## config.mk

```make
export PLATFORM = sky130hd
export DESIGN_NAME = hlc_fifo
export DESIGN_NICKNAME = d
export VERILOG_FILES = /design/src/design/hlc_pkg.sv /design/src/design/hlc_fifo.sv
export SDC_FILE = /design/constraint.sdc
export NUM_CORES = 1
export LEC_CHECK = 0
export BUFFER_PORTS_ARGS = -buffer_cell sky130_fd_sc_hd__buf_2
export CAP_MARGIN = 20
export CORE_AREA = 2 2 392 355
export CTS_BUF_LIST = sky130_fd_sc_hd__clkbuf_8 sky130_fd_sc_hd__clkbuf_16
export DETAILED_ROUTE_END_ITERATION = 16
export DIE_AREA = 0 0 394 357
export PLACE_DENSITY = 0.72
export SLEW_MARGIN = 15
export SYNTH_ARGS = -nofsm -noshare
export SYNTH_HDL_FRONTEND = slang
export SYNTH_SLANG_ARGS = --single-unit
```

## constraint.sdc

```tcl
create_clock -name clk -period 12.4 [get_ports clk]
set_input_delay 0.62 -clock clk [delete_from_list [all_inputs] [get_ports clk]]
set_output_delay 0.62 -clock clk [all_outputs]
set_load 0.01 [all_outputs]
```

## src/design/hlc_pkg.sv

```systemverilog
// ----------------------------------------------------------------------------
// hlc_pkg: shared types and constants of the homogeneous line clip unit
// Widths of coordinates, crossing parameters and the records that pass
// from the classifying front end to the clipping back end.
// ----------------------------------------------------------------------------
package hlc_pkg;

    localparam int COORD_W = 32;
    localparam int FRAC_W  = 16;
    localparam int NAXES   = 3;

    // Numerators and denominators after two additions of coordinates.
    localparam int NUM_W = COORD_W + 2;
    // Quotient magnitude below two: one integer bit and the fraction bits.
    localparam int QT_W = FRAC_W + 1;
    // Signed crossing parameter, saturated to plus or minus two.
    localparam int T_W = FRAC_W + 3;
    // Divider register stages: operand stage, first quotient bit, fraction bits, output.
    localparam int DIV_LAT = FRAC_W + 3;

    localparam int IN_W  = 8 * COORD_W;
    localparam int OUT_W = ((1 + 2 * QT_W + 7) / 8) * 8;

    localparam logic [QT_W-1:0] T_ONE = QT_W'(1) << FRAC_W;

    typedef struct packed {
        logic in1;
        logic in2;
        logic para;
    } axis_flag_t;

    typedef struct packed {
        logic signed [NUM_W-1:0] num_a;
        logic signed [NUM_W-1:0] num_b;
        logic signed [NUM_W-1:0] den_a;
        logic signed [NUM_W-1:0] den_b;
        axis_flag_t              flags;
    } axis_cls_t;

    typedef axis_cls_t [NAXES-1:0] seg_cls_t;
    typedef axis_flag_t [NAXES-1:0] seg_flag_t;

endpackage

```

## src/design/hlc_fifo.sv

```systemverilog
// ----------------------------------------------------------------------------
// hlc_fifo: short queue of classified segments
// Four entries of flops between front and back end; the head is read
// combinationally.
// ----------------------------------------------------------------------------
module hlc_fifo
(
    input  logic              clk,
    input  logic              rst_n,
    input  logic              push,
    output logic              push_ready,
    input  hlc_pkg::seg_cls_t push_data,
    input  logic              pop,
    output logic              pop_valid,
    output hlc_pkg::seg_cls_t pop_data
);

    localparam int DEPTH = 4;
    localparam int PTR_W = $clog2(DEPTH);

    hlc_pkg::seg_cls_t mem [DEPTH];
    logic [PTR_W-1:0]  wr_ptr_reg;
    logic [PTR_W-1:0]  rd_ptr_reg;
    logic [PTR_W:0]    count_reg;
    logic [PTR_W:0]    count_next;

    assign push_ready = count_reg != (PTR_W+1)'(DEPTH);
    assign pop_valid  = count_reg != '0;
    assign pop_data   = mem[rd_ptr_reg];

    always_comb
    begin
        count_next = count_reg;
        if (push && !pop)
        begin
            count_next = count_reg + 1'b1;
        end
        else if (pop && !push)
        begin
            count_next = count_reg - 1'b1;
        end
    end

    always_ff @(posedge clk or negedge rst_n)
    begin
        if (!rst_n)
        begin
            wr_ptr_reg <= '0;
            rd_ptr_reg <= '0;
            count_reg  <= '0;
        end
        else
        begin
            if (push)
            begin
                wr_ptr_reg <= wr_ptr_reg + 1'b1;
            end
            if (pop)
            begin
                rd_ptr_reg <= rd_ptr_reg + 1'b1;
            end
            count_reg <= count_next;
        end
    end

    always_ff @(posedge clk)
    begin
        if (push)
        begin
            mem[wr_ptr_reg] <= push_data;
        end
    end

endmodule

```

==> run_summary.xml <==
<?xml version="1.0" encoding="UTF-8"?>
<metrics>
  <group name="pwr">
    <metric name="max-vdd-ir-drop" unit="V">0.000245</metric>
    <metric name="leakagePower" unit="µW">0.0243</metric>
    <metric name="powerDensity" unit="nW/µm²">239</metric>
  </group>
  <group name="die">
    <metric name="ios" unit="">840</metric>
    <metric name="dieWidth" unit="µm">394</metric>
    <metric name="core" unit="µm²">137000</metric>
    <metric name="fp.dieArea" unit="µm²">141000</metric>
    <metric name="die_height" unit="µm">357</metric>
    <metric name="start_util" unit="%">44.6</metric>
    <metric name="floorplan.rows" unit="">129</metric>
  </group>
  <group name="min_path">
    <metric name="hold-path-cell-count" unit="">1</metric>
    <metric name="worst_hold_startpoint" unit="">push_data[1]</metric>
    <metric name="min-delay-path-class" unit="">primary input to flip-flop</metric>
    <metric name="min_to" unit="">mem[2][1]</metric>
  </group>
  <group name="synth">
    <metric name="synth_fp_nets" unit="">2640</metric>
    <metric name="post_synth.cell_area_avg" unit="µm²">27.6</metric>
    <metric name="ys_dominant_reg_cell" unit="">sky130_fd_sc_hd__edfxtp_1</metric>
    <metric name="synth-edff-count" unit="">1668</metric>
    <metric name="syn_std_cell_area" unit="µm²">61000</metric>
    <metric name="synth-seq-cells" unit="">1675</metric>
    <metric name="synth.distinct_cells" unit="">19</metric>
    <metric name="post_synth_inst_count" unit="">2213</metric>
    <metric name="yosys_warnings" unit="">0</metric>
    <metric name="synth_async_sr_flop_share" unit="%">0.418</metric>
    <metric name="synth.yosys.seq_area_share" unit="%">82.4</metric>
  </group>
  <group name="sta">
    <metric name="final_hold_viol_count" unit="">0</metric>
    <metric name="finalSetupViolations" unit="">0</metric>
    <metric name="fin_worst_skew" unit="ns">0.0279</metric>
    <metric name="timing_worst_slew_pin_value" unit="ns">1.22</metric>
    <metric name="timing.final.crit_share" unit="%">40.0</metric>
    <metric name="setup_ws" unit="ns">7.44</metric>
    <metric name="timing.fmax" unit="MHz">202</metric>
    <metric name="slew-limit-headroom" unit="%">19.0</metric>
    <metric name="setup-tns-final" unit="ns">0</metric>
    <metric name="final_period_minus_worst_setup_slack" unit="ns">4.96</metric>
    <metric name="grt_setup_unrepaired" unit="">no</metric>
    <metric name="slew_violations" unit="">0</metric>
  </group>
  <group name="placed_design">
    <metric name="pre_cts_ws" unit="ns">8.20</metric>
    <metric name="post-dp-hpwl" unit="µm">79500</metric>
    <metric name="numPortBuffers" unit="">839</metric>
    <metric name="gp_congestion" unit="">0.761</metric>
  </group>
  <group name="detailed_routing">
    <metric name="drc_errors" unit="">0</metric>
    <metric name="routed-via-count" unit="">27636</metric>
    <metric name="postRouteWirelength" unit="µm">128000</metric>
    <metric name="dr_vias_cell" unit="">5.35</metric>
    <metric name="first_iter_violations" unit="">2063</metric>
    <metric name="detail_route.wl_per_cell" unit="µm">24.8</metric>
    <metric name="drtAntennaViolNets" unit="">0</metric>
    <metric name="first_pass_iters" unit="">5</metric>
  </group>
  <group name="global_route">
    <metric name="grt_pass1_vias" unit="">28339</metric>
    <metric name="antenna_found_initial" unit="">64</metric>
    <metric name="largest_net_degree_at_the_start_of_global_routing" unit="">139</metric>
    <metric name="grt_usage" unit="%">17.8</metric>
    <metric name="gr-total-overflow" unit="">0</metric>
    <metric name="first_pass_grt_wire_length" unit="µm">186000</metric>
  </group>
  <group name="clock_tree">
    <metric name="cts-root-buf" unit="">sky130_fd_sc_hd__clkbuf_16</metric>
    <metric name="skew_pair_late_insertion_delay" unit="ns">0.75</metric>
    <metric name="cts.sinks" unit="">1675</metric>
    <metric name="cts_buffer_depth" unit="">3</metric>
    <metric name="worst_setup_hold_path_clk_slew" unit="ns">0.06</metric>
    <metric name="post_cts_resize_count" unit="">0</metric>
    <metric name="tritoncts.num_buffers" unit="">162</metric>
    <metric name="cts_tree" unit="">built</metric>
    <metric name="htree_num_levels" unit="">4</metric>
  </group>
  <group name="finish">
    <metric name="drive_above_1_share" unit="%">45.5</metric>
    <metric name="nNetsFinal" unit="">3601</metric>
    <metric name="flow.area_growth_from_synthesis" unit="%">18.0</metric>
    <metric name="largest_reg_flops" unit="">1668</metric>
    <metric name="postLayoutCoreUtil" unit="%">52.7</metric>
  </group>
  <group name="setup_path">
    <metric name="worstPathMaxFanout" unit="">101</metric>
    <metric name="number_of_cells_on_the_worst_reg_to_reg_path" unit="">6</metric>
    <metric name="setup_slack_reg_to_reg" unit="ns">8.44</metric>
    <metric name="timing.setup.critical_path_class" unit="">flip-flop to output port</metric>
    <metric name="worst-endpoint-required" unit="ns">11.78</metric>
    <metric name="reg2reg_to" unit="">mem[1][310]</metric>
    <metric name="cp_data_arrival_time" unit="ns">4.34</metric>
    <metric name="worst_flop_to_flop_path_startpoint" unit="">wr_ptr_reg[1]</metric>
    <metric name="critPathLaunchType" unit="">flip-flop</metric>
    <metric name="setup.worst_path.end_class" unit="">output port</metric>
  </group>
  <group name="flow_run">
    <metric name="max_cap_violations" unit="">0</metric>
  </group>
  <group name="outcome">
    <metric name="run_status" unit="">finished, final reports clean</metric>
  </group>
</metrics>
area by class of cell:
class	count	area, µm²
clock buffer	164	4100
tap	1834	2290
timing repair buffer	890	4770
inverter	4	15.0
clock inverter	125	847
sequential	1675	50300
multi-input combinational	441	9600
fill	10325	64700
antenna	30	75.1
synthesized netlist by cell type (2+ instances only):
cell	count	area share, %
sky130_fd_sc_hd__xor2_1	4	0.057
sky130_fd_sc_hd__inv_1	4	0.025
sky130_fd_sc_hd__xnor2_1	2	0.029
sky130_fd_sc_hd__nor2_1	2	0.012
sky130_fd_sc_hd__ha_1	5	0.10
sky130_fd_sc_hd__buf_2	40	0.33
sky130_fd_sc_hd__clkbuf_1	3	0.018
sky130_fd_sc_hd__buf_12	44	1.4
sky130_fd_sc_hd__buf_6	3	0.055
sky130_fd_sc_hd__edfxtp_1	1668	82
sky130_fd_sc_hd__nand2_1	3	0.018
sky130_fd_sc_hd__buf_4	3	0.037
sky130_fd_sc_hd__mux4_2	417	15
sky130_fd_sc_hd__dfrtp_1	7	0.29
sky130_fd_sc_hd__and2_1	4	0.041
layer usage:
metal	up-vias	GRT usage, %	share of wire (%)
li1	11646	-	-
met1	14504	21.8	37
met2	1130	29.1	50
met3	298	6.37	9.2
met4	58	6.93	3.5
met5	-	0	0.29
critical path, stage by stage (launching register included):
cell	delay [ns]
sky130_fd_sc_hd__dfrtp_4	0.85
sky130_fd_sc_hd__buf_4	0.70
sky130_fd_sc_hd__buf_4	0.59
sky130_fd_sc_hd__buf_12	0.45
sky130_fd_sc_hd__mux4_2	0.46
sky130_fd_sc_hd__buf_2	0.17
worst max-delay path by stage:
| stage | start | end | slack, ns | depth (start not counted) |
|---|---|---|---|---|
| 5_1_grt | rd_ptr_reg[0] | pop_data[189] | 7.12 | 4 |
| 6_report | rd_ptr_reg[1] | pop_data[197] | 7.44 | 5 |
| 3_5_place_dp | rd_ptr_reg[0] | pop_data[189] | 8.20 | 4 |
| 3_3_place_gp | rd_ptr_reg[0] | pop_data[189] | 8.20 | 4 |
| 2_1_floorplan | wr_ptr_reg[0] | mem[2][0] | 1.54 | 3 |
| 4_1_cts | rd_ptr_reg[0] | pop_data[189] | 7.37 | 4 |
cells in the final DEF (no fill, tap or decap), drive strengths merged:
| master | count |
|---|---|
| and2 | 4 |
| buf | 869 |
| bufinv | 5 |
| clkbuf | 164 |
| clkinv | 61 |
| clkinvlp | 2 |
| dfrtp | 7 |
| diode | 30 |
| dlygate4sd3 | 21 |
| edfxtp | 1668 |
| fa | 1 |
| ha | 5 |
| inv | 61 |
| mux2 | 1 |
| mux4 | 417 |
| nand2 | 3 |
| nor2 | 2 |
| o21ai | 1 |
| or3 | 1 |
| xnor2 | 2 |
| xor2 | 4 |
repair_timing:
action	4_1_cts	5_1_grt
hold endpoints to repair	78	0
buffers inserted	0	0
hold buffers	21	0
per-stage QoR:
| step | hold WS, ns | power [µW] | instances | instance area, µm² |
|---|---|---|---|---|
| after floorplan | 0.324 | 11600 | 2213 | 61000 |
| final | 0.0761 | 17200 | 5163 | 72000 |
| after CTS | 0.000241 | 17400 | 5133 | 71900 |
| after global placement | 0.477 | 12800 | 4823 | 66700 |
| after detailed placement | 0.481 | 12800 | 4823 | 66700 |
| after global routing | 0.0102 | 17900 | 5153 | 72000 |
power by group:
group	switching [µW]	leakage, µW	total [µW]	internal (µW)
clock	2020	0.00259	4540	2520
combinational	2820	0.00636	4950	2140
sequential	281	0.0154	7690	7410
logic make-up (layout without fill, tap and decap cells):
family | count (synthesis) | after routing | synth area share (%)
flops | 1675 | 1675 | 82.4
mux | 418 | 418 | 15.4
buf+inv | 97 | 1183 | 1.91
simple gates | 10 | 10 | 0.0820
fa+ha+maj | 6 | 6 | 0.135
xor+xnor | 6 | 6 | 0.0861
compound gates | 1 | 1 | 0.00819
other cells | 0 | 30 | 0
Note: power is estimated with default switching activity, not from simulation.
